[config.mk]
export PLATFORM = sky130hd
export DESIGN_NAME = tcg_compute
export DESIGN_NICKNAME = d
export VERILOG_FILES = /design/src/tcg_pkg.sv /design/src/tcg_compute.sv
export SDC_FILE = /design/constraint.sdc
export NUM_CORES = 1
export LEC_CHECK = 0
export BUFFER_PORTS_ARGS = -buffer_cell sky130_fd_sc_hd__buf_2
export CORE_ASPECT_RATIO = 0.5
export CORE_MARGIN = 4
export CORE_UTILIZATION = 45
export DETAILED_ROUTE_END_ITERATION = 16
export PLACE_DENSITY = 0.68
export RECOVER_POWER = 25
export SYNTH_ARGS = -nofsm -noshare
export SYNTH_HDL_FRONTEND = slang
export SYNTH_SLANG_ARGS = --single-unit
[constraint.sdc]
create_clock -name clock -period 32.3 [get_ports clock]
set_clock_uncertainty 0.1 [all_clocks]
set_input_delay 3.23 -clock clock [delete_from_list [all_inputs] [get_ports clock]]
set_output_delay 3.23 -clock clock [all_outputs]
set_load 0.02 [all_outputs]
[src/tcg_pkg.sv]
// Shared types, constants and tables for the text cell glyph pixel renderer.
package tcg_pkg;

   localparam int GLYPH_WIDTH = 8;
   localparam int CHAR_W      = 8;
   localparam int ROW_W       = 4;
   localparam int STORE_AW    = CHAR_W + ROW_W;
   localparam int STORE_DEPTH = 1 << STORE_AW;
   localparam int ATTR_W      = 8;
   localparam int COLUMN_W    = 8;
   localparam int LINE_W      = 7;
   localparam int OFFSET_W    = 26;
   localparam int PIXEL_W     = 32;
   localparam int COUNT_W     = 3;
   localparam int PITCH_W     = 14;
   localparam int CBITS_W     = 4;
   localparam int CSHIFT_W    = 5;
   localparam int DEPTH_W     = 2;
   localparam int CHAN_W      = 8;
   localparam int CHAN_V_W    = 15;
   localparam int CSR_IDX_W   = 3;
   localparam int CSR_DATA_W  = 14;

   typedef enum logic [0:0] {
      OP_STORE  = 1'b0,
      OP_RENDER = 1'b1
   } opcode_type;

   typedef enum logic [CSR_IDX_W-1:0] {
      CSR_RED_BITS    = 3'd0,
      CSR_RED_SHIFT   = 3'd1,
      CSR_GREEN_BITS  = 3'd2,
      CSR_GREEN_SHIFT = 3'd3,
      CSR_BLUE_BITS   = 3'd4,
      CSR_BLUE_SHIFT  = 3'd5,
      CSR_PIXEL_DEPTH = 3'd6,
      CSR_LINE_PITCH  = 3'd7
   } csr_index_type;

   typedef enum logic [DEPTH_W-1:0] {
      DEPTH_2B = 2'd0,
      DEPTH_3B = 2'd1,
      DEPTH_4B = 2'd2
   } depth_type;

   typedef struct packed {
      logic [CBITS_W-1:0]  red_bits;
      logic [CSHIFT_W-1:0] red_shift;
      logic [CBITS_W-1:0]  green_bits;
      logic [CSHIFT_W-1:0] green_shift;
      logic [CBITS_W-1:0]  blue_bits;
      logic [CSHIFT_W-1:0] blue_shift;
      depth_type           pixel_depth;
      logic [PITCH_W-1:0]  line_pitch;
   } cfg_type;

   typedef struct packed {
      logic [CHAN_W-1:0] r;
      logic [CHAN_W-1:0] g;
      logic [CHAN_W-1:0] b;
   } rgb_type;

   typedef struct packed {
      logic [GLYPH_WIDTH-1:0] glyph;
      logic [ATTR_W-1:0]      attribute;
   } fetch_type;

   typedef struct packed {
      logic [OFFSET_W-1:0]    offset;
      logic [PIXEL_W-1:0]     fg;
      logic [PIXEL_W-1:0]     bg;
      logic [COUNT_W-1:0]     bytes;
      logic [GLYPH_WIDTH-1:0] glyph;
   } row_type;

   typedef struct packed {
      logic [OFFSET_W-1:0] byte_offset;
      logic [PIXEL_W-1:0]  pixel_value;
      logic [COUNT_W-1:0]  byte_count;
      logic                last_pixel;
   } pixel_type;

   function automatic int row_idx_width(input int cell_height);
      return $clog2(((1 << LINE_W) - 1) * cell_height + (1 << ROW_W));
   endfunction

   function automatic int col_px_width(input int cell_width);
      return $clog2(((1 << COLUMN_W) - 1) * cell_width + 1);
   endfunction

   function automatic rgb_type palette_rgb(input logic [3:0] idx);
      rgb_type c;
      case (idx)
         4'd0:    c = '{8'd0,   8'd0,   8'd0};
         4'd1:    c = '{8'd0,   8'd0,   8'd128};
         4'd2:    c = '{8'd0,   8'd128, 8'd0};
         4'd3:    c = '{8'd0,   8'd128, 8'd128};
         4'd4:    c = '{8'd128, 8'd0,   8'd0};
         4'd5:    c = '{8'd128, 8'd0,   8'd128};
         4'd6:    c = '{8'd128, 8'd128, 8'd0};
         4'd7:    c = '{8'd168, 8'd168, 8'd168};
         4'd8:    c = '{8'd128, 8'd128, 8'd128};
         4'd9:    c = '{8'd0,   8'd0,   8'd255};
         4'd10:   c = '{8'd0,   8'd255, 8'd0};
         4'd11:   c = '{8'd0,   8'd255, 8'd255};
         4'd12:   c = '{8'd255, 8'd0,   8'd0};
         4'd13:   c = '{8'd255, 8'd0,   8'd255};
         4'd14:   c = '{8'd255, 8'd255, 8'd0};
         default: c = '{8'd255, 8'd255, 8'd255};
      endcase
      return c;
   endfunction

   function automatic logic [COUNT_W-1:0] pixel_bytes(input depth_type d);
      logic [COUNT_W-1:0] n;
      case (d)
         DEPTH_2B: n = 3'd2;
         DEPTH_3B: n = 3'd3;
         default:  n = 3'd4;
      endcase
      return n;
   endfunction

   function automatic logic [PIXEL_W-1:0] pixel_mask(input logic [COUNT_W-1:0] n);
      logic [PIXEL_W-1:0] m;
      case (n)
         3'd2:    m = 32'h0000_ffff;
         3'd3:    m = 32'h00ff_ffff;
         default: m = 32'hffff_ffff;
      endcase
      return m;
   endfunction

endpackage

[src/tcg_compute.sv]
// Offset products, colour scaling and channel packing over two stages.
module tcg_compute #(
   parameter int ROW_IDX_W = 12,
   parameter int COL_PX_W  = 12
) (
   input  logic                  clock,
   input  logic                  reset,
   input  tcg_pkg::cfg_type      cfg,
   input  logic                  s1_valid,
   input  tcg_pkg::fetch_type    s1,
   input  logic [ROW_IDX_W-1:0]  s1_row_idx,
   input  logic [COL_PX_W-1:0]   s1_col_px,
   output logic                  s1_take,
   output logic                  s3_valid,
   output tcg_pkg::row_type      s3,
   input  logic                  s3_ready
);
   import tcg_pkg::*;

   localparam int LPROD_W = PITCH_W + ROW_IDX_W;
   localparam int CPROD_W = COUNT_W + COL_PX_W;

   function automatic logic [CHAN_V_W-1:0] scale_channel(
      input logic [CHAN_W-1:0]  c,
      input logic [CBITS_W-1:0] nbits
   );
      logic [CHAN_W+CHAN_V_W-1:0] wide;
      wide = (CHAN_W + CHAN_V_W)'(c) << nbits;
      return wide[CHAN_W+CHAN_V_W-1:CHAN_W];
   endfunction

   function automatic logic [PIXEL_W-1:0] place_channel(
      input logic [CHAN_V_W-1:0] v,
      input logic [CSHIFT_W-1:0] sh
   );
      return PIXEL_W'(v) << sh;
   endfunction

   rgb_type              fg_rgb;
   rgb_type              bg_rgb;
   logic [CHAN_W-1:0]    fg_c [3];
   logic [CHAN_W-1:0]    bg_c [3];
   logic [CBITS_W-1:0]   ch_bits [3];
   logic [CSHIFT_W-1:0]  ch_shift [3];
   logic [LPROD_W-1:0]   line_prod;
   logic [CPROD_W-1:0]   col_prod;
   logic [COUNT_W-1:0]   bytes_in;

   logic                   s2_valid_ff;
   logic                   s2_valid_in;
   logic                   s2_take;
   logic [OFFSET_W-1:0]    s2_line_ff;
   logic [CPROD_W-1:0]     s2_col_ff;
   logic [CHAN_V_W-1:0]    s2_fg_v_ff [3];
   logic [CHAN_V_W-1:0]    s2_bg_v_ff [3];
   logic [CHAN_V_W-1:0]    s2_fg_v_in [3];
   logic [CHAN_V_W-1:0]    s2_bg_v_in [3];
   logic [COUNT_W-1:0]     s2_bytes_ff;
   logic [GLYPH_WIDTH-1:0] s2_glyph_ff;

   logic                 s3_valid_ff;
   logic                 s3_valid_in;
   logic                 s3_take;
   row_type              s3_ff;
   row_type              s3_in;
   logic [PIXEL_W-1:0]   mask;
   logic [PIXEL_W-1:0]   fg_pack;
   logic [PIXEL_W-1:0]   bg_pack;

   assign s3_take  = s3_valid_ff && s3_ready;
   assign s2_take  = s2_valid_ff && (!s3_valid_ff || s3_take);
   assign s1_take  = s1_valid && (!s2_valid_ff || s2_take);

   // stage 2: products and channel scaling
   assign fg_rgb   = palette_rgb(s1.attribute[3:0]);
   assign bg_rgb   = palette_rgb(s1.attribute[7:4]);
   assign bytes_in = pixel_bytes(cfg.pixel_depth);

   always_comb begin
      fg_c[0]     = fg_rgb.r;
      fg_c[1]     = fg_rgb.g;
      fg_c[2]     = fg_rgb.b;
      bg_c[0]     = bg_rgb.r;
      bg_c[1]     = bg_rgb.g;
      bg_c[2]     = bg_rgb.b;
      ch_bits[0]  = cfg.red_bits;
      ch_bits[1]  = cfg.green_bits;
      ch_bits[2]  = cfg.blue_bits;
      ch_shift[0] = cfg.red_shift;
      ch_shift[1] = cfg.green_shift;
      ch_shift[2] = cfg.blue_shift;
      for (int i = 0; i < 3; i++) begin
         s2_fg_v_in[i] = scale_channel(fg_c[i], ch_bits[i]);
         s2_bg_v_in[i] = scale_channel(bg_c[i], ch_bits[i]);
      end
   end

   assign line_prod = LPROD_W'(cfg.line_pitch) * LPROD_W'(s1_row_idx);
   assign col_prod  = CPROD_W'(bytes_in) * CPROD_W'(s1_col_px);

   always_comb begin
      s2_valid_in = s2_valid_ff;
      if (s1_take) begin
         s2_valid_in = 1'b1;
      end else if (s2_take) begin
         s2_valid_in = 1'b0;
      end
   end

   always_ff @(posedge clock) begin
      if (s1_take) begin
         s2_line_ff  <= OFFSET_W'(line_prod);
         s2_col_ff   <= col_prod;
         s2_bytes_ff <= bytes_in;
         s2_glyph_ff <= s1.glyph;
         for (int i = 0; i < 3; i++) begin
            s2_fg_v_ff[i] <= s2_fg_v_in[i];
            s2_bg_v_ff[i] <= s2_bg_v_in[i];
         end
      end
   end

   // stage 3: base offset and packed colours
   assign mask    = pixel_mask(s2_bytes_ff);
   assign fg_pack = place_channel(s2_fg_v_ff[0], ch_shift[0])
                  | place_channel(s2_fg_v_ff[1], ch_shift[1])
                  | place_channel(s2_fg_v_ff[2], ch_shift[2]);
   assign bg_pack = place_channel(s2_bg_v_ff[0], ch_shift[0])
                  | place_channel(s2_bg_v_ff[1], ch_shift[1])
                  | place_channel(s2_bg_v_ff[2], ch_shift[2]);

   always_comb begin
      s3_in.offset = OFFSET_W'(s2_line_ff + OFFSET_W'(s2_col_ff));
      s3_in.fg     = fg_pack & mask;
      s3_in.bg     = bg_pack & mask;
      s3_in.bytes  = s2_bytes_ff;
      s3_in.glyph  = s2_glyph_ff;
   end

   always_comb begin
      s3_valid_in = s3_valid_ff;
      if (s2_take) begin
         s3_valid_in = 1'b1;
      end else if (s3_take) begin
         s3_valid_in = 1'b0;
      end
   end

   always_ff @(posedge clock) begin
      if (s2_take) begin
         s3_ff <= s3_in;
      end
   end

   always_ff @(posedge clock) begin
      if (reset) begin
         s2_valid_ff <= 1'b0;
         s3_valid_ff <= 1'b0;
      end else begin
         s2_valid_ff <= s2_valid_in;
         s3_valid_ff <= s3_valid_in;
      end
   end

   assign s3_valid = s3_valid_ff;
   assign s3       = s3_ff;

endmodule

* Yosys cells after proc, flatten, opt, wreduce, memory -nomap -nowiden
Memories as Yosys holds them, arrays and structs flattened. Cells that the tools add are included.
Storage, ports and cells: register bits 155, latch bits 0, memory bits (writable) 90, bits in read-only memories 768, bits of input ports 87, memories kept 4
Memories:
- (no name shown) | depth 16, width 24, rd ports 1, clocked after Yosys merged registers in 0, write ports 0, line tcg_pkg.sv:93 | case (idx)
- (no name shown) | depth 16, width 24, rd ports 1, clocked after Yosys merged registers in 0, write ports 0, line tcg_pkg.sv:93
- s2_bg_v_ff | depth 3, width 15, rd ports 3, clocked after Yosys merged registers in 0, write ports 3, line tcg_compute.sv:55 | logic [CHAN_V_W-1:0] s2_bg_v_ff [3];
- s2_fg_v_ff | depth 3, width 15, rd ports 3, clocked after Yosys merged registers in 0, write ports 3, line tcg_compute.sv:54 | logic [CHAN_V_W-1:0] s2_fg_v_ff [3];
Operators by class: add/subtract/negate cells 1, multiply operators 2, divide/modulo/power cells 0, $lt $le $gt $ge 0, eq/ne operators 3, shift-type cells 12, mux-type cells 8, bitwise gates (word level) 6, reduce and logical (&&, ||, !) cells 10
Operator list (count):
- 15-bit by 5-bit << shifter with 32-bit output | 6
- 8-bit by 4-bit << shifter with 23-bit output | 6
- 32-bit bitwise OR | 4
- 32-bit AND | 2
- 32-bit case mux with 2 select lines | 1
- 26-bit by 15-bit adder with 26-bit output | 1
- 14-bit by 12-bit multiplier with 26-bit output | 1
- 3-bit by 12-bit multiplier with 15-bit output | 1
- 3-bit by 2-bit equality test with 1-bit output, second input constant | 2
- 1-bit 2-to-1 mux | 6
- 3-bit case mux with 2 select lines | 1
- 2-bit nonzero test | 2
- 1-bit logical AND | 3
- 2-bit by 1-bit equality test with 1-bit output, second input constant | 1
- 1-bit logical NOT | 2
- 2-bit logical NOT | 1
- 1-bit logical OR | 2

* Logic depth before layout (Yosys ltp)
Gate-level depths: netlist (run 1).
depth after elaboration 7, mapped depth 20, mapped depth without buffers 18

* Worst setup path before layout (run 1)
No wires, ideal clock.
path type input -> output, start input s3_ready, end output s1_take, arrival 13975 ps, data required time 28970 ps, slack 14995 ps, cell stages on the path 2, buffers on the path 0, cells stage by stage nor2b_1 -> a21boi_0
On the way: longest elaborated chain between the ends 5
Ends and longest elaborated chain:
- from (decl) | line tcg_compute.sv:16 | input logic s3_ready
- 1-bit logical AND | line tcg_compute.sv:70 | assign s3_take = s3_valid_ff && s3_ready;
- 1-bit logical OR | line tcg_compute.sv:71 | assign s2_take = s2_valid_ff && (!s3_valid_ff || s3_take);
- 1-bit logical AND | line tcg_compute.sv:71
- 1-bit logical OR | line tcg_compute.sv:72 | assign s1_take = s1_valid && (!s2_valid_ff || s2_take);
- 1-bit logical AND | line tcg_compute.sv:72
- to (decl) | line tcg_compute.sv:13 | output logic s1_take,
No other way between the ends.

* Worst setup path after layout (run 1)
start input s1_row_idx[3], end register s2_line_ff[23], data pin
On the way: longest elaborated chain between the ends 1
Ends and longest elaborated chain:
- from (decl) | line tcg_compute.sv:11 | input logic [ROW_IDX_W-1:0] s1_row_idx,
- 14-bit by 12-bit multiplier with 26-bit output | line tcg_compute.sv:98 | assign line_prod = LPROD_W'(cfg.line_pitch) * LPROD_W'(s1_row_idx);
- net line_prod[23] | line tcg_compute.sv:45 | logic [LPROD_W-1:0] line_prod;
- to (signal assigned) | line tcg_compute.sv:112 | s2_line_ff <= OFFSET_W'(line_prod);
- to (decl) | line tcg_compute.sv:52 | logic [OFFSET_W-1:0] s2_line_ff;
The timed path passes the listed nets, and every way through them passes these cells. A chain may end at the register's enable or synchronous reset.

==> metrics.txt, run 1 <==
status finished with violations; failing checks capacitance limit, slew limit; Hold Buf Count CTS 0; FMAX 125.3 MHz; Setup crit end kind register; final hold vios 0; Seq/Total Area, Yosys 31.54%; layout cells sized above 1 13.74%; total CTS buffers 26; Hold Crit Start s2_glyph_ff[2]; worst setup path class input port to register; Max-Cap Viols 2; fin. max-slew vios 75; CTS tree built; HPWL Detailed 58,390 µm; GRT Util Overall 26.46%; diode count 0; Async SR Flop Fraction 0%; CP Capture Point s2_line_ff[23]; # H-tree levels 1; pwr/cell area 64.50 mW/mm²; path depth of the worst reg2reg path 3; Slowest Stage Delay on Critical Path 0.52 ns; Slew @ Worst Pin 3.123 ns; via-per-instance ratio 6.131; final antenna-violating net count 0; slowest CP cell fa_1; Die H 168.8 µm; Arrival @ worst endpoint 8.20 ns; Yosys top cell area share 31.37%; initial antenna violation count 0; clk buf depth 3; headroom to the max-slew limit -108.6%; register bit count reported by yosys 245; Die Footprint 0.05562 mm²; Period minus WS final 7.981 ns; TritonRoute pass-1 iters 5; Initial Util 45.92%; IO Count 190; first-pass GRT wire length 115,000 µm; Setup-failing EPs final 0; Iter 0 DRT Violations 2,183; remaining global-route overflow 0; root buffer cell clkbuf_16; Reg clk slew, reported paths 0.06 ns; Reg2Reg Setup Slack 28.07 ns; min-delay worst type register to register; hold_ws 0.3221 ns; Sink Count 245; ys flop type edfxtp_1; Mapped Cells 2,480; crit start category input port; most common cell after layout, fill and taps aside nand2_1; nets 2,846; vias in the first global route 18,960; fin crit share 24.71%; total wire length 75,170 µm; Setup Fix Bufs, Post-CTS 0; Synth area leader edfxtp_1; r2r startpoint s3_valid; syn avg cell area 9.380 µm²; synthesized net count 2,791; synthesis-to-finish area growth 8.321%; CTS resizes 0; Yosys cell types 89; commonest cells after routing, fill and taps aside nand2_1 (351), edfxtp_1 (243), inv_1 (195), buf_2 (183), nor2_1 (170); Core Area 0.05065 mm²; Max VDD drop 0.00005853 V; pre-CTS setup slack 23.78 ns; RSZ-0062 raised after global routing no; Die W 329.5 µm; fin worst setup slack 24.32 ns; CP Max Fanout 14; CP Cell Sequence buf_2, nand2_1, fa_1, fa_1, inv_1, fa_1, fa_1, inv_1, fa_1, inv_1, ha_1, nand4_1, o21ai_0, a211oi_1, or3_1, a311o_1, xnor2_1; Leak 10.43 nW; row count 58; largest net degree at the start of global routing 70; Area contributors post-synth edfxtp_1 (31%), fa_1 (10%), nand2_1 (5.7%); TNS Setup 0 ns; Crit path top cell by count fa_1; Worst R2R End s3[22]; routed len/inst 23.16 µm; via count 19,900; gpl congestion 1.050; Synth Cell Area 0.02326 mm²; total of warnings raised by yosys 0; EDFF count, synth 243; clock latency on the worst-skew pair 0.56 ns; buffers added on ports 189; CP required 32.51 ns; # DRC 0; worst setup path start s1_row_idx[3]
==> worst min-delay path by stage <==
stage,end,slack (ns),cells after the start
finish,s3[2],0.32,0
global route,s3[4],0.34,0
CTS,s3[1],0.32,0
detailed placement,s3[1],0.31,0
global placement,s3[6],0.30,0
floorplan,s3[0],0.30,0
==> kinds of logic (layout without fill, tap and decap cells) <==
group	after synthesis	after routing	synth area share, %
DFF	245	245	31.54
and+or+nand+nor	814	814	15.86
buffers and inverters	378	453	6.788
adders and majority gates	224	224	15.99
xor gates and xnor gates	38	38	1.431
other	1	1	0.01612
muxes	215	215	11.82
AOI/OAI and AO/OA	565	565	16.57
==> registers in the layout (all words and copies together) (netlist names) <==
signal	flops
s3	101
s2_bg_v_ff	45
s2_fg_v_ff	45
s2_line_ff	26
s2_col_ff	15
s2_glyph_ff	8
s2_bytes_ff	3
s2_valid_ff	1
s3_valid	1
==> stage by stage <==
stage                     std cells  total power (W)  util (%)  area [µm²]
after floorplan                2480         0.001112         -       23260
after global placement         3197         0.001301     48.14       24380
after detailed placement       3197         0.001321     48.14       24380
after CTS                      3245         0.001626     49.84       25250
after global routing           3245         0.001750     49.75       25200
final                          3245         0.001625     49.75       25200
==> worst max-delay path, delay by kind of cell <==
family / cells / cell delay [ns]
buffers and inverters: 4 / 0.41
AND/OR/NAND/NOR: 3 / 0.68
adder cells (fa/ha/maj): 6 / 2.93
XOR/XNOR: 1 / 0.13
AO/OA/AOI/OAI: 3 / 0.80
==> per-layer routing <==
layer / up-vias / share of wire, % / GRT usage (%)
met5: - / 0 / 0
met4: 0 / 4.5 / 10.30
met3: 184 / 8.5 / 4.061
met2: 1041 / 44 / 41.78
met1: 9608 / 43 / 36.90
li1: 9062 / - / -
==> layout make-up <==
type	count	area, µm²
Clock buffer	30	665.6
Clock inverter	18	196.4
Fill cell	4781	25460
Inverter	201	754.5
Multi-Input combinational cell	1857	14330
Sequential cell	245	7337
Tap cell	690	863.3
Timing Repair Buffer	204	1047
==> cells in the mapped netlist (all sizes together) (50+ instances only) <==
| master | instances |
|---|---|
| and2 | 85 |
| a21oi | 115 |
| nand2 | 351 |
| inv | 198 |
| mux2i | 119 |
| edfxtp | 243 |
| ha | 102 |
| o21ai | 107 |
| clkbuf | 123 |
| o22ai | 50 |
| nor2 | 172 |
| fa | 122 |
| mux2 | 56 |
| buf | 54 |
==> power by group <==
part           internal [W]  switching [W]
Clock              0.000173       0.000128
Combinational      0.000330       0.000536
Sequential         0.000433      0.0000254
Total              0.000936       0.000689
No activity file was read; power rests on OpenSTA's default activity.
==> inputs of run 2 (changes only) <==
--- a/config.mk
+++ b/config.mk
@@ -10,7 +10,7 @@
 export CORE_MARGIN = 4
 export CORE_UTILIZATION = 45
 export DETAILED_ROUTE_END_ITERATION = 16
-export PLACE_DENSITY = 0.68
+export PLACE_DENSITY = 0.7
 export RECOVER_POWER = 25
 export SYNTH_ARGS = -nofsm -noshare
 export SYNTH_HDL_FRONTEND = slang
==> constraint.sdc (replaced) <==
create_clock -name clock -period 7.12 [get_ports clock]
set_clock_uncertainty 0.1 [all_clocks]
set_input_delay 0.712 -clock clock [delete_from_list [all_inputs] [get_ports clock]]
set_output_delay 0.712 -clock clock [all_outputs]
set_load 0.02 [all_outputs]
==> metrics.txt, run 2 (same netlist as run 1, synthesis figures left out) <==
final antenna-violating net count 0; crit start category input port; TNS Setup 0 ns; CTS tree built; Largest register FFs 101; vias in the first global route 18,800; Period minus WS final 5.435 ns; headroom to the max-slew limit -80.94%; routed len/inst 23.78 µm; largest net degree at the start of global routing 71; fin crit share 76.33%; Leak 10.45 nW; diode count 0; path depth of the worst reg2reg path 3; Crit path top cell by count fa_1; pwr/cell area 293.6 mW/mm²; Initial Util 45.92%; FILL cells 4,710; Die H 168.8 µm; row count 58; CP Cell Sequence buf_2, nand2_1, fa_1, fa_1, inv_1, fa_1, fa_1, inv_1, fa_1, inv_1, ha_1, nand4_1, o21ai_0, a211oi_1, or3_1, a311o_1, xnor2_1; Iter 0 DRT Violations 2,355; CP required 7.33 ns; most common cell after layout, fill and taps aside nand2_1; hold depth 2; Setup Fix Bufs, Post-CTS 0; failing checks capacitance limit, slew limit; Die W 329.5 µm; RSZ-0062 raised after global routing no; via-per-instance ratio 6.149; Arrival @ worst endpoint 5.64 ns; # H-tree levels 1; worst setup path class input port to register; Slowest Stage Delay on Critical Path 0.54 ns; first-pass GRT wire length 117,000 µm; CTS resizes 0; Die Footprint 0.05562 mm²; buffers added on ports 189; Max VDD drop 0.0002630 V; Sink Count 245; Setup crit end kind register; clock latency on the worst-skew pair 0.58 ns; via count 19,930; CP Max Fanout 14; fin. max-slew vios 69; fin worst setup slack 1.686 ns; Max-Cap Viols 2; final core utilization 49.79%; Slew @ Worst Pin 2.709 ns; IO Count 190; # DRC 0; synthesis-to-finish area growth 8.407%; gpl congestion 1.016; Core Area 0.05065 mm²; Reg clk slew, reported paths 0.07 ns; DP Area 0.02442 mm²; FMAX 184.0 MHz; root buffer cell clkbuf_16; commonest cells after routing, fill and taps aside nand2_1 (351), edfxtp_1 (243), inv_1 (195), buf_2 (182), nor2_1 (170); final hold vios 0; slowest CP cell fa_1; Setup-failing EPs final 0; layout cells sized above 1 13.75%; nets 2,848; initial antenna violation count 1; status finished with violations; GRT Util Overall 27.19%; TritonRoute pass-1 iters 6; min-delay worst type input port to register; clk buf depth 3; remaining global-route overflow 0; pre-CTS setup slack 1.128 ns; post-route cell area 0.02522 mm²; Hold Buf Count CTS 0; HPWL Detailed 59,830 µm; total CTS buffers 24; total wire length 77,110 µm
[run 2: cell count changes in the layout (fill, tap and decap cells not counted), sizes merged]
cell | before | now
buf | 197 | 200
clkinvlp | 3 | 0
clkbuf | 37 | 34
bufinv | 3 | 5
clkinv | 15 | 12
inv | 198 | 199
[run 2: path summary, 6_finish.rpt]
path	from	endpoint	slack (ns)
max	s1_row_idx[3]	s2_line_ff[23]	1.69
min	reset	s3_valid	0.21
max reg2reg	s3_valid	s3[56]	3.15
min reg2reg	s2_glyph_ff[4]	s3[4]	0.32
[run 2: stage by stage]
step                      hold slack (ns)  instances  total power [W]
after floorplan                    0.3003       2480         0.005032
after global placement             0.3006       3201         0.005927
after detailed placement           0.3045       3201         0.005999
after CTS                          0.1812       3242         0.007396
after global routing               0.1882       3242         0.007961
final                              0.2114       3242         0.007404
[run 2: metal layers]
layer / track usage, % / wire length, µm / up-vias
li1: - / - / 9071
met1: 37.96 / 32810 / 9594
met2: 42.74 / 34030 / 1063
met3: 4.167 / 6420 / 206
met4: 10.87 / 3851 / 0
met5: 0 / 0 / -
[run 2: worst max-delay path, delay by kind of cell]
| kind | cells | cell delay (ns) |
|---|---|---|
| XOR/XNOR | 1 | 0.13 |
| AND/OR/NAND/NOR | 3 | 0.67 |
| buffers and inverters | 4 | 0.40 |
| AO/OA/AOI/OAI | 3 | 0.80 |
| adder cells (fa/ha/maj) | 6 | 2.93 |
[run 2: cell type report]
type / instances / area (µm²) / area share (%)
flip-flops and latches: 245 / 7337 / 29.09
multi-input cells: 1857 / 14350 / 56.90
clock inverters: 15 / 229.0 / 0.9080
well taps: 690 / 863.3 / 3.423
clock buffers: 26 / 608.1 / 2.411
inverters: 201 / 754.5 / 2.992
repair buffers: 208 / 1076 / 4.267
[run 2: where the power goes]
part | internal [W] | total [W] | switching, W
clock | 0.000802 | 0.00138 | 0.000574
combinational | 0.00150 | 0.00395 | 0.00245
sequential | 0.00196 | 0.00208 | 0.000116
