$ cat config.mk
export PLATFORM = sky130hd
export DESIGN_NAME = tcg_serializer_flat
export DESIGN_NICKNAME = d
export VERILOG_FILES = /design/src/tcg_pkg.sv /design/src/tcg_ifs.sv /design/src/tcg_serializer.sv /design/src/flat_wrapper.sv
export SDC_FILE = /design/constraint.sdc
export NUM_CORES = 1
export LEC_CHECK = 0
export ABC_AREA = 1
export BUFFER_PORTS_ARGS = -buffer_cell sky130_fd_sc_hd__buf_4
export CORE_MARGIN = 2
export CORE_UTILIZATION = 57
export DETAILED_ROUTE_END_ITERATION = 8
export MAX_ROUTING_LAYER = met4
export PLACE_DENSITY = 0.85
export RECOVER_POWER = 50
export SLEW_MARGIN = 20
export SYNTH_ARGS = -nofsm -noshare
export SYNTH_HDL_FRONTEND = slang
export SYNTH_SLANG_ARGS = --single-unit
$ cat constraint.sdc
create_clock -name clock -period 6.1 [get_ports clock]
set_input_delay 0.305 -clock clock [delete_from_list [all_inputs] [get_ports clock]]
set_output_delay 0.305 -clock clock [all_outputs]
set_load 0.01 [all_outputs]
$ cat src/tcg_pkg.sv
// Shared types, constants and tables for the text cell glyph pixel renderer.
package tcg_pkg;

   localparam int GLYPH_WIDTH = 8;
   localparam int CHAR_W      = 8;
   localparam int ROW_W       = 4;
   localparam int STORE_AW    = CHAR_W + ROW_W;
   localparam int STORE_DEPTH = 1 << STORE_AW;
   localparam int ATTR_W      = 8;
   localparam int COLUMN_W    = 8;
   localparam int LINE_W      = 7;
   localparam int OFFSET_W    = 26;
   localparam int PIXEL_W     = 32;
   localparam int COUNT_W     = 3;
   localparam int PITCH_W     = 14;
   localparam int CBITS_W     = 4;
   localparam int CSHIFT_W    = 5;
   localparam int DEPTH_W     = 2;
   localparam int CHAN_W      = 8;
   localparam int CHAN_V_W    = 15;
   localparam int CSR_IDX_W   = 3;
   localparam int CSR_DATA_W  = 14;

   typedef enum logic [0:0] {
      OP_STORE  = 1'b0,
      OP_RENDER = 1'b1
   } opcode_type;

   typedef enum logic [CSR_IDX_W-1:0] {
      CSR_RED_BITS    = 3'd0,
      CSR_RED_SHIFT   = 3'd1,
      CSR_GREEN_BITS  = 3'd2,
      CSR_GREEN_SHIFT = 3'd3,
      CSR_BLUE_BITS   = 3'd4,
      CSR_BLUE_SHIFT  = 3'd5,
      CSR_PIXEL_DEPTH = 3'd6,
      CSR_LINE_PITCH  = 3'd7
   } csr_index_type;

   typedef enum logic [DEPTH_W-1:0] {
      DEPTH_2B = 2'd0,
      DEPTH_3B = 2'd1,
      DEPTH_4B = 2'd2
   } depth_type;

   typedef struct packed {
      logic [CBITS_W-1:0]  red_bits;
      logic [CSHIFT_W-1:0] red_shift;
      logic [CBITS_W-1:0]  green_bits;
      logic [CSHIFT_W-1:0] green_shift;
      logic [CBITS_W-1:0]  blue_bits;
      logic [CSHIFT_W-1:0] blue_shift;
      depth_type           pixel_depth;
      logic [PITCH_W-1:0]  line_pitch;
   } cfg_type;

   typedef struct packed {
      logic [CHAN_W-1:0] r;
      logic [CHAN_W-1:0] g;
      logic [CHAN_W-1:0] b;
   } rgb_type;

   typedef struct packed {
      logic [GLYPH_WIDTH-1:0] glyph;
      logic [ATTR_W-1:0]      attribute;
   } fetch_type;

   typedef struct packed {
      logic [OFFSET_W-1:0]    offset;
      logic [PIXEL_W-1:0]     fg;
      logic [PIXEL_W-1:0]     bg;
      logic [COUNT_W-1:0]     bytes;
      logic [GLYPH_WIDTH-1:0] glyph;
   } row_type;

   typedef struct packed {
      logic [OFFSET_W-1:0] byte_offset;
      logic [PIXEL_W-1:0]  pixel_value;
      logic [COUNT_W-1:0]  byte_count;
      logic                last_pixel;
   } pixel_type;

   function automatic int row_idx_width(input int cell_height);
      return $clog2(((1 << LINE_W) - 1) * cell_height + (1 << ROW_W));
   endfunction

   function automatic int col_px_width(input int cell_width);
      return $clog2(((1 << COLUMN_W) - 1) * cell_width + 1);
   endfunction

   function automatic rgb_type palette_rgb(input logic [3:0] idx);
      rgb_type c;
      case (idx)
         4'd0:    c = '{8'd0,   8'd0,   8'd0};
         4'd1:    c = '{8'd0,   8'd0,   8'd128};
         4'd2:    c = '{8'd0,   8'd128, 8'd0};
         4'd3:    c = '{8'd0,   8'd128, 8'd128};
         4'd4:    c = '{8'd128, 8'd0,   8'd0};
         4'd5:    c = '{8'd128, 8'd0,   8'd128};
         4'd6:    c = '{8'd128, 8'd128, 8'd0};
         4'd7:    c = '{8'd168, 8'd168, 8'd168};
         4'd8:    c = '{8'd128, 8'd128, 8'd128};
         4'd9:    c = '{8'd0,   8'd0,   8'd255};
         4'd10:   c = '{8'd0,   8'd255, 8'd0};
         4'd11:   c = '{8'd0,   8'd255, 8'd255};
         4'd12:   c = '{8'd255, 8'd0,   8'd0};
         4'd13:   c = '{8'd255, 8'd0,   8'd255};
         4'd14:   c = '{8'd255, 8'd255, 8'd0};
         default: c = '{8'd255, 8'd255, 8'd255};
      endcase
      return c;
   endfunction

   function automatic logic [COUNT_W-1:0] pixel_bytes(input depth_type d);
      logic [COUNT_W-1:0] n;
      case (d)
         DEPTH_2B: n = 3'd2;
         DEPTH_3B: n = 3'd3;
         default:  n = 3'd4;
      endcase
      return n;
   endfunction

   function automatic logic [PIXEL_W-1:0] pixel_mask(input logic [COUNT_W-1:0] n);
      logic [PIXEL_W-1:0] m;
      case (n)
         3'd2:    m = 32'h0000_ffff;
         3'd3:    m = 32'h00ff_ffff;
         default: m = 32'hffff_ffff;
      endcase
      return m;
   endfunction

endpackage

$ cat src/tcg_ifs.sv


interface tcg_rsp_if;
   logic                          valid;
   logic                          ready;
   logic [tcg_pkg::OFFSET_W-1:0]  byte_offset;
   logic [tcg_pkg::PIXEL_W-1:0]   pixel_value;
   logic [tcg_pkg::COUNT_W-1:0]   byte_count;
   logic                          last_pixel;

   modport source (
      output valid, byte_offset, pixel_value, byte_count, last_pixel,
      input  ready
   );
   modport sink (
      input  valid, byte_offset, pixel_value, byte_count, last_pixel,
      output ready
   );
endinterface


$ cat src/tcg_serializer.sv
// Cell row to pixel serializer with registered response output.
module tcg_serializer #(
   parameter int CELL_WIDTH = 9
) (
   input  logic             clock,
   input  logic             reset,
   input  logic             s3_valid,
   input  tcg_pkg::row_type s3,
   output logic             s3_ready,
   tcg_rsp_if.source        rsp
);
   import tcg_pkg::*;

   localparam int X_W = $clog2(CELL_WIDTH);
   localparam logic [X_W-1:0] LAST_X = X_W'(CELL_WIDTH - 1);

   logic            rec_valid_ff;
   logic            rec_valid_in;
   row_type         rec_ff;
   logic [X_W-1:0]  x_ff;
   logic [X_W-1:0]  x_in;
   logic            out_valid_ff;
   logic            out_valid_in;
   pixel_type       out_ff;
   pixel_type       out_in;
   logic            load_pix;
   logic            done;
   logic            s3_take;

   assign load_pix = rec_valid_ff && (!out_valid_ff || rsp.ready);
   assign done     = load_pix && (x_ff == LAST_X);
   assign s3_ready = !rec_valid_ff || done;
   assign s3_take  = s3_valid && s3_ready;

   always_comb begin
      rec_valid_in = rec_valid_ff;
      x_in         = x_ff;
      if (s3_take) begin
         rec_valid_in = 1'b1;
         x_in         = '0;
      end else if (done) begin
         rec_valid_in = 1'b0;
         x_in         = '0;
      end else if (load_pix) begin
         x_in = X_W'(x_ff + 1'b1);
      end
   end

   always_comb begin
      out_in.byte_offset = rec_ff.offset;
      out_in.pixel_value = rec_ff.glyph[GLYPH_WIDTH-1] ? rec_ff.fg : rec_ff.bg;
      out_in.byte_count  = rec_ff.bytes;
      out_in.last_pixel  = (x_ff == LAST_X);
      out_valid_in       = out_valid_ff;
      if (load_pix) begin
         out_valid_in = 1'b1;
      end else if (rsp.ready) begin
         out_valid_in = 1'b0;
      end
   end

   // advance offset and glyph bits per emitted pixel
   always_ff @(posedge clock) begin
      if (s3_take) begin
         rec_ff <= s3;
      end else if (load_pix) begin
         rec_ff.offset <= OFFSET_W'(rec_ff.offset + OFFSET_W'(rec_ff.bytes));
         rec_ff.glyph  <= rec_ff.glyph << 1;
      end
      if (load_pix) begin
         out_ff <= out_in;
      end
   end

   always_ff @(posedge clock) begin
      if (reset) begin
         rec_valid_ff <= 1'b0;
         x_ff         <= '0;
         out_valid_ff <= 1'b0;
      end else begin
         rec_valid_ff <= rec_valid_in;
         x_ff         <= x_in;
         out_valid_ff <= out_valid_in;
      end
   end

   assign rsp.valid       = out_valid_ff;
   assign rsp.byte_offset = out_ff.byte_offset;
   assign rsp.pixel_value = out_ff.pixel_value;
   assign rsp.byte_count  = out_ff.byte_count;
   assign rsp.last_pixel  = out_ff.last_pixel;

   a_x_range: assert property (@(posedge clock) disable iff (reset)
      rec_valid_ff |-> x_ff <= LAST_X)
      else $error("pixel column past cell width");

   a_idle_x: assert property (@(posedge clock) disable iff (reset)
      !rec_valid_ff |-> x_ff == '0)
      else $error("pixel column not rewound with no row held");

   a_last_flag: assert property (@(posedge clock) disable iff (reset)
      (load_pix && x_ff == LAST_X) |=> (out_valid_ff && out_ff.last_pixel))
      else $error("final pixel of row lacks last flag");

endmodule

$ cat src/flat_wrapper.sv
// flat-port wrapper written by rule: the top's interface ports become plain ports
module tcg_serializer_flat import tcg_pkg::*;
#(
   parameter int CELL_WIDTH = 9
)
  (clock, reset, s3_valid, s3, s3_ready, rsp_valid, rsp_byte_offset, rsp_pixel_value, rsp_byte_count, rsp_last_pixel, rsp_ready);
  tcg_rsp_if rsp_i ();
  input  logic clock;
  input  logic reset;
  input  logic s3_valid;
  input  tcg_pkg::row_type s3;
  output logic s3_ready;
  output wire logic [$bits(rsp_i.valid)-1:0] rsp_valid;
  output wire logic [$bits(rsp_i.byte_offset)-1:0] rsp_byte_offset;
  output wire logic [$bits(rsp_i.pixel_value)-1:0] rsp_pixel_value;
  output wire logic [$bits(rsp_i.byte_count)-1:0] rsp_byte_count;
  output wire logic [$bits(rsp_i.last_pixel)-1:0] rsp_last_pixel;
  input wire logic [$bits(rsp_i.ready)-1:0] rsp_ready;
  assign rsp_valid = rsp_i.valid;
  assign rsp_byte_offset = rsp_i.byte_offset;
  assign rsp_pixel_value = rsp_i.pixel_value;
  assign rsp_byte_count = rsp_i.byte_count;
  assign rsp_last_pixel = rsp_i.last_pixel;
  assign rsp_i.ready = rsp_ready;
  tcg_serializer #(.CELL_WIDTH(CELL_WIDTH)) u_core (.clock(clock), .reset(reset), .s3_valid(s3_valid), .s3(s3), .s3_ready(s3_ready), .rsp(rsp_i));
endmodule
Word level (Yosys, flattened, before mapping)
Index checks and enable logic that the tools add are counted.
W data, S select, Z words.
Operators by class
  add/subtract/negate cells: 2
  equal/unequal tests: 1
  muxes and demuxes: 9
  reduce and logical (&&, ||, !) cells: 11
Operators with widths (count)
  $mux W26: 2
  $mux W32: 1
  $add A26 B3 Y26: 1
  $mux W8: 2
  $reduce_bool A2 Y1: 3
  $add A4 B1 Y4 const B: 1
  $eq A4 B4 Y1 const B: 1
  $mux W1: 4
  $logic_and A1 B1 Y1: 3
  $reduce_or A3 Y1: 1
  $logic_not A1 Y1: 2
  $logic_or A1 B1 Y1: 2
Word-level totals
  register bits after elaboration: 169
  input port bits: 105
  output and inout bits: 64
  word-level logic and storage cells: 35

Longest topological paths before layout
Gate-level depths: netlist of run 1.
  depth in word-level cells: 7
  depth in mapped cells: 11
  depth with buffers taken out: 11

Worst setup path before layout of run 1
No wires, ideal clock.
  path kind: flip-flop to flip-flop
  from: register u_core.x_ff[0]
  to: register u_core.rec_ff (netlist bit u_core.out_in[36]) (enable)
  library setup time: 392 ps
  arrival: 1914 ps
  data required time: 5708 ps
  path slack: 3794 ps
  stages on the path, launching flop included: 8
  path buffers: 1
  period minus slack after synthesis: 2306 ps
  cell sequence: dfxtp_1 -> inv_1 -> ha_1 -> nand3_1 -> o21ai_2 -> nand2_2 -> buf_2 -> nand2_1
Between the ends
  cells in the longest elaborated chain, start to end: 5
RTL lines
  start: declaration: RTL line tcg_serializer.sv:20  | logic [X_W-1:0] x_ff;
  start signal: assignment: RTL line tcg_serializer.sv:82  | x_ff <= x_in;
  $eq A4 B4 Y1: RTL line tcg_serializer.sv:31  | assign done = load_pix && (x_ff == LAST_X);
  $logic_and A1 B1 Y1: RTL line tcg_serializer.sv:31
  $logic_or A1 B1 Y1: RTL line tcg_serializer.sv:32  | assign s3_ready = !rec_valid_ff || done;
  net s3_ready: RTL line flat_wrapper.sv:12  | output logic s3_ready;
  $logic_and A1 B1 Y1: RTL line tcg_serializer.sv:33  | assign s3_take = s3_valid && s3_ready;
  $reduce_bool A2 Y1 (no line)
  end: declaration: RTL line tcg_serializer.sv:19  | row_type rec_ff;
The timed path passes the listed nets, and every way through them passes these cells.
A chain may end at the register's enable or synchronous reset.

Final worst setup path of run 1
  from: register u_core.x_ff[0]
  to: register u_core.rec_ff (netlist bit u_core.out_in[61]), data pin
Between the ends
  cells in the longest elaborated chain, start to end: 5
RTL lines
  $eq A4 B4 Y1: RTL line tcg_serializer.sv:31
  $logic_and A1 B1 Y1: RTL line tcg_serializer.sv:31
  $logic_or A1 B1 Y1: RTL line tcg_serializer.sv:32
  $logic_and A1 B1 Y1: RTL line tcg_serializer.sv:33
  $mux W26: RTL line tcg_serializer.sv:64  | if (s3_take) begin
No other way between the ends.

==> results of run 1 <==
==> state kept, by name, summed over array words and instances (netlist names) <==
name	flops
u_core.rsp.byte_count	3
u_core.rsp.pixel_value	32
u_core.rsp.valid	1
u_core.out_in	29
u_core.rec_valid_ff	1
u_core.rsp.byte_offset	26
u_core.rec_ff	72
u_core.x_ff	4
u_core.rsp.last_pixel	1
==> cell families (layout without fill, tap and decap cells) <==
family | Yosys count | count (layout)
XOR/XNOR | 10 | 10
flip-flops | 169 | 169
buffers and inverters | 40 | 232
multiplexers | 32 | 32
AND/OR/NAND/NOR | 235 | 235
adder cells (fa/ha/maj) | 6 | 6
AO/OA/AOI/OAI | 12 | 12
==> layout make-up <==
cell class / instances / area, um2 / area share
clock buffers: 21 / 440.4 / 0.05219
clock inverters: 10 / 102.6 / 0.01216
inverters: 29 / 110.1 / 0.01305
multi-input cells: 295 / 1540 / 0.1825
flip-flops and latches: 169 / 5015 / 0.5943
well taps: 143 / 178.9 / 0.02120
repair buffers: 172 / 1051 / 0.1246
==> worst register-to-register path, delay by kind of cell (launching register included) <==
kind,cells,cell delay (ns)
AO/OA/AOI/OAI,1,0.10
flip-flops,1,0.38
buffers and inverters,3,1.53
AND/OR/NAND/NOR,4,0.90
adder cells (fa/ha/maj),1,0.21
==> power groups by stage <==
stage / clock [uW] / sequential, uW / combinational, uW
CTS: 1020 / 1470 / 336
global placement: 0 / 1490 / 321
detailed placement: 0 / 1490 / 332
floorplan: 0 / 1490 / 170
global route: 1060 / 1480 / 340
finish: 1000 / 1470 / 306
==> placed cells by master, fill, tap and decap left out, types with 6 or more instances in the layout <==
master	instances
nand2_1	159
xor2_1	8
buf_4	41
nand3_1	31
clkbuf_4	67
edfxtp_1	163
clkbuf_16	17
mux2_2	28
nor2_1	38
inv_1	28
clkbuf_1	68
dfxtp_1	6
==> metal layers <==
| layer | part of all wire | track usage |
|---|---|---|
| met1 | 0.42 | 0.2925 |
| met2 | 0.49 | 0.3573 |
| met3 | 0.076 | 0.07397 |
| met4 | 0.015 | 0.09106 |
| met5 | 0 | - |
==> how the worst max path moves through the flow <==
stage	from	to	slack, ns	cells after the start
after global routing	u_core.x_ff[0]$_SDFFE_PP0P_	u_core.rec_ff[7]$_DFFE_PP_	2.44	9
after CTS	u_core.x_ff[0]$_SDFFE_PP0P_	u_core.out_in[61]$_DFFE_PP_	2.70	9
after floorplan	u_core.x_ff[0]$_SDFFE_PP0P_	u_core.out_in[36]$_DFFE_PP_	3.79	7
after detailed placement	u_core.x_ff[0]$_SDFFE_PP0P_	u_core.rec_ff[6]$_DFFE_PP_	2.76	9
final	u_core.x_ff[0]$_SDFFE_PP0P_	u_core.out_in[61]$_DFFE_PP_	2.72	9
after global placement	u_core.x_ff[0]$_SDFFE_PP0P_	u_core.out_in[60]$_DFFE_PP_	3.02	9
==> through the flow <==
step | power [uW] | hold slack (ns) | instances
4_1_cts | 2823 | 0.03807 | 839
5_1_grt | 2880 | 0.04949 | 839
3_3_place_gp | 1807 | 0.4397 | 808
3_5_place_dp | 1824 | 0.4441 | 808
2_1_floorplan | 1662 | 0.3741 | 504
6_report | 2775 | 0.05700 | 839
==> metrics.txt, run 1 <==
clock skew=0.008481 ns; area delta synth->final=25.38%; TritonCTS clock tree=done; DRC errors left=0; critical path fanouts, max=53; FILL cells=800; Synth Area in Compound Gates=0.009853; vias in the first global route=4262; GP Congestion=0.8949; final core occ=0.7358; chip height=roughly 110 um; WL per Instance=16.73 um; worst ir drop on vdd=0.0003315 V; Largest stage delay, worst path=0.81 ns; Comb power frac=0.110; first-pass GRT wire length=21.41 mm; asr flop ratio synth=0; Seq pwr share=0.529; Syn Nets=615; drt via density=5.190; Sw Ratio=0.2308; Mapped Avg Cell Area=~13 um2; Req. time, crit path=6.27 ns; critical path class=reg -> reg; Post-CTS Hold Fix Bufs=0; Setup Fix Bufs, Post-CTS=0; Placed Area=0.008138 mm2; Pint=approximately 2100 uW; Total GRT Usage=0.2329; Leakage Power=approximately 0.0033 uW; TNS Setup=0 ns; Slew Limit Fails=33; status=finished, violations left; PwrDens=328.8 mW/mm2; clock-pin slew on the worst setup and hold paths=approximately 0.060 ns; Synth Area in Simple Gates=0.1405; kind of cell adding the most delay to the critical path=buffers and inverters; grt total ovfl=0; Yosys cell types=26; Worst path most repeated cell=nand2_1; Final min period=approximately 3.4 ns; count leader, synth=edfxtp_1; number of synthesized flops with an enable pin=roughly 160; Slowest-stage cell, CP=clkinv_2; post-synth top area share=0.7273; max cap viols=1; Yosys Warn Count=0; initial antenna violation count=0; max_slew headroom=-0.2410; failing checks=max-capacitance violations, max-slew violations; Top FF cell, synth=edfxtp_1; row count=39; largest net degree at the start of global routing=54; cell count after synthesis=504; Reg-to-Reg Start=u_core.x_ff[0]$_SDFFE_PP0P_; Die X=112.7 um; pre-CTS setup slack=2.757 ns; endpoint type of the worst setup path=register; hold path start=reset; CTS buffer count=17; Detail Placement HPWL=9.442 mm; Max clock buf depth=2; Tightest Hold Check Type=in -> reg; Synth Register Bits=169; Min-Delay Path Depth=2; Root Driver=clkbuf_16; Final nets=795; cts repair resizes=0; mux contribution to synthesized area=0.05354; CTS Sinks=169; sequential cell area fraction in the yosys report=0.7451; Post-DRT Antenna Nets=0; clk_lat worst skew=0.42 ns; DRT Pass-1 Iters=5; largest family of logic cells by synthesized area=simple AND/OR/NAND/NOR gates; clock network power share=0.361; DR vias=4354; Synth Cell Area=0.006730 mm2; Slew @ Worst Pin=around 1.9 ns; layout cells sized above 1=0.2371; placeable core region=between 0.01 and 0.015 mm2; reg2reg path depth=9; Final setup viols=0; final setup margin=2.716 ns; sw power=640.5 uW; RR Endpoint=u_core.out_in[61]$_DFFE_PP_; Max Clock Freq=roughly 300 MHz; worst hold endpoint=u_core.rec_valid_ff$_SDFFE_PP0P_; initial core utilization=0.5869; Adder-Cell Fraction of Synth Area=0.01227; Starting DRT DRC Count=roughly 380; worst path buffer plus inverter count=3; Synth area leader=edfxtp_1; Top Ports=169; main area contributors after synthesis=edfxtp_1 (73%), nand2_1 (8.8%), mux2_2 (4.7%), nand3_1 (2.3%), nor2_1 (2.1%); routed wire length=around 14 mm; flop-to-flop setup slack=around 2.7 ns; endpoints failing hold=0; critical-path cell list=inv_1 -> ha_1 -> nand3_1 -> o21ai_2 -> nand2_2 -> clkinv_2 -> buf_4 -> nand2_1 -> nand2_1; WP data arrival=about 3.6 ns; CTS H-tree depth=4; Die ar.=0.01269 mm2; RSZ-0062 raised after global routing=no; Finished Cell Area=0.008438 mm2; Buffers on Ports=roughly 170; Synth Area in XOR/XNOR=0.01301; Setup crit start kind=register; Ant. Diodes=0; commonest cells in the netlist=edfxtp_1 (163), nand2_1 (158), nor2_1 (38); fin crit share=0.5548
No activity file was read; power rests on OpenSTA's default activity.
==> run 2, diff against run 1 <==
--- a/config.mk
+++ b/config.mk
@@ -8,10 +8,10 @@
 export ABC_AREA = 1
 export BUFFER_PORTS_ARGS = -buffer_cell sky130_fd_sc_hd__buf_4
 export CORE_MARGIN = 2
-export CORE_UTILIZATION = 57
+export CORE_UTILIZATION = 48
 export DETAILED_ROUTE_END_ITERATION = 8
 export MAX_ROUTING_LAYER = met4
-export PLACE_DENSITY = 0.85
+export PLACE_DENSITY = 0.76
 export RECOVER_POWER = 50
 export SLEW_MARGIN = 20
 export SYNTH_ARGS = -nofsm -noshare
==> constraint.sdc (replaced) <==
create_clock -name clock -period 2.7 [get_ports clock]
set_input_delay 0.135 -clock clock [delete_from_list [all_inputs] [get_ports clock]]
set_output_delay 0.135 -clock clock [all_outputs]
set_load 0.01 [all_outputs]
==> run 2 against run 1 <==
The flow now finishes without violations. Worst setup slack lost 2.2 ns. Worst hold slack got worse by 0.036 ns. Critical path type unchanged. Via count rose by 12%. Flip-flop and latch count unchanged.
==> metrics.txt, run 2 (synthesized netlist as in run 1, its figures left out) <==
status=complete, no violations; Detail Placement HPWL=9.884 mm (+4.7%); sw power=1545 uW (+140%); chip height=122.4 um (+8.7%); clock-pin slew on the worst setup and hold paths=0.07 ns (about the same); worst ir drop on vdd=0.0004390 V (+32%); TNS Setup=0 ns (unchanged); drt via density=4.967 (-4.3%); Slew Limit Fails=0 (-100%); CTS buffer count=17 (unchanged); met2 Use GR=0.3837 (+0.02640); endpoint type of the worst setup path=register; GP Congestion=0.9215 (+3.0%); Max clock buf depth=2 (unchanged); Final nets=896 (+13%); Comb power frac=0.126 (+0.016); Buffers on Ports=168 (unchanged); area delta synth->final=42.41%; kind of cell adding the most delay to the critical path=buffers and inverters; worst path buffer plus inverter count=2 (-1); commonest non-fill, non-tap cells in the layout=edfxtp_1 (163), nand2_1 (159), dlygate4sd3_1 (99); pre-CTS setup slack=0.5657 ns (-2.192 ns); Sw Ratio=0.2342 (+0.003387); Seq pwr share=0.504 (-0.025); Total GRT Usage=0.2300 (-0.002905); Pint=5051 uW (+140%); Max Clock Freq=459.7 MHz (+56%); WP data arrival=2.28 ns (-1.27 ns); Post-CTS Hold Fix Bufs=99 (+99); Die ar.=0.01498 mm2 (+18%); Setup Fix Bufs, Post-CTS=0 (unchanged); FILL cells=1007 (+26%); CTS Sinks=169 (unchanged); Setup crit start kind=register; endpoints failing hold=0 (unchanged); routed wire length=16.15 mm (+15%); grt met3 use=0.05901 (-0.01496); grt total ovfl=0 (unchanged); clock skew=0.008736 ns (+0.0002550 ns); DRC errors left=0 (unchanged); Ant. Diodes=0 (unchanged); Root Driver=clkbuf_16; Slew @ Worst Pin=1.205 ns (-0.6566 ns); max cap viols=0 (-1); Final min period=2.175 ns (-1.209 ns); met1 Use GR=0.2631 (-0.02935); Largest stage delay, worst path=0.93 ns (+0.12 ns); DRT Pass-1 Iters=5 (unchanged); total power=6596 uW (+140%); largest register by flop count=u_core.rec_ff; largest net degree at the start of global routing=56 (+3.7%); Die X=122.4 um (+8.7%); DR vias=4858 (+12%); max_slew headroom=0.1958 (+0.4368); critical path class=reg -> reg; Req. time, crit path=2.81 ns (-3.46 ns); critical path fanouts, max=39 (-26%); clk_lat worst skew=0.42 ns (about the same); Slowest-stage cell, CP=inv_1; max FFs per register=72 (unchanged); Top Ports=169 (unchanged); row count=43 (+10%); Starting DRT DRC Count=474 (+25%); cts repair resizes=0 (unchanged); final setup margin=0.5245 ns (-2.191 ns); fin crit share=0.8057 (+0.2509); Final setup viols=0 (unchanged); RSZ-0062 raised after global routing=no; CTS H-tree depth=4 (unchanged); commonest non-fill, non-tap cell in the layout=edfxtp_1; clock network power share=0.370 (+0.009); Tightest Hold Check Type=in -> reg; Post-DRT Antenna Nets=0 (unchanged); first-pass GRT wire length=24.76 mm (+16%); PwrDens=688.2 mW/mm2 (+110%); vias in the first global route=4984 (+17%); layout cells sized above 1=0.2193 (-0.01777); initial core utilization=0.4886 (-0.09826); critical-path cell list=nand2_2 -> nand2_1 -> inv_1 -> buf_12; busiest grt layer=met2; placeable core region=0.01377 mm2 (+20%); TritonCTS clock tree=done; Leakage Power=0.003772 uW (+15%); initial antenna violation count=0 (unchanged); WL per Instance=16.51 um (-1.3%)
## run 2: changes by cell type in the layout (fill, tap and decap cells not counted)
| cell | change |
|---|---|
| clkbuf_1 | -3 |
| clkbuf_2 | +1 |
| clkbuf_4 | -1 |
| inv_6 | -1 |
| dlygate4sd3_1 | +99 |
| bufinv_16 | -2 |
| clkbuf_8 | +3 |
| buf_12 | +2 |
| inv_4 | +4 |
| clkbuf_16 | +4 |
| clkinv_1 | -4 |
## run 2: tightest hold or removal path, stage by stage
cell and delay (ns):
buf_4 0.08, nand2_1 0.04, o21ai_0 0.07
## run 2: area by class of cell
cell class / count / area [um2] / area share
Tap cell: 180 / 225.2 / 0.02350
Multi-Input combinational cell: 295 / 1540 / 0.1607
Timing Repair Buffer: 273 / 2079 / 0.2170
Inverter: 29 / 110.1 / 0.01149
Sequential cell: 169 / 5015 / 0.5232
Clock buffer: 25 / 570.5 / 0.05953
Clock inverter: 7 / 43.79 / 0.004569
## run 2: metal layers
layer | vias to the layer above | wire length [um]
li1 | 2299 | -
met4 | 0 | 364
met1 | 2316 | 6480
met2 | 212 | 8141
met5 | - | 0
met3 | 31 | 1159
## run 2: path summary, 6_finish.rpt
kind                                                        endpoint                           from  cells after the start  slack, ns
worst min-delay path                     u_core.out_in[42]$_DFFE_PP_                         s3[81]                      3       0.02
worst max register to register  u_core.rsp.pixel_value[16]$_DFFE_PP_  u_core.rsp.valid$_SDFFE_PP0P_                      4       0.52
worst min register to register   u_core.rsp.byte_offset[2]$_DFFE_PP_    u_core.out_in[38]$_DFFE_PP_                      0       0.46
worst max-delay path            u_core.rsp.pixel_value[16]$_DFFE_PP_  u_core.rsp.valid$_SDFFE_PP0P_                      4       0.52
## run 2: metrics by stage
stage | std cells | instance area [um2] | utilization | hold slack [ns]
finish | 978 | 9584 | 0.6959 | 0.02063
global route | 978 | 9584 | 0.6959 | 0.002335
CTS | 978 | 9829 | 0.7137 | 0.0001752
detailed placement | 847 | 8224 | 0.5971 | 0.3145
global placement | 847 | 8224 | 0.5971 | 0.3117
floorplan | 504 | 6730 | - | 0.2041
## run 2: power groups by stage
stage | registers, uW | clock network, uW | logic [uW]
floorplan | 3370 | 0 | 383
global placement | 3360 | 0 | 746
detailed placement | 3370 | 0 | 771
CTS | 3320 | 2480 | 895
global route | 3340 | 2590 | 920
finish | 3320 | 2440 | 834
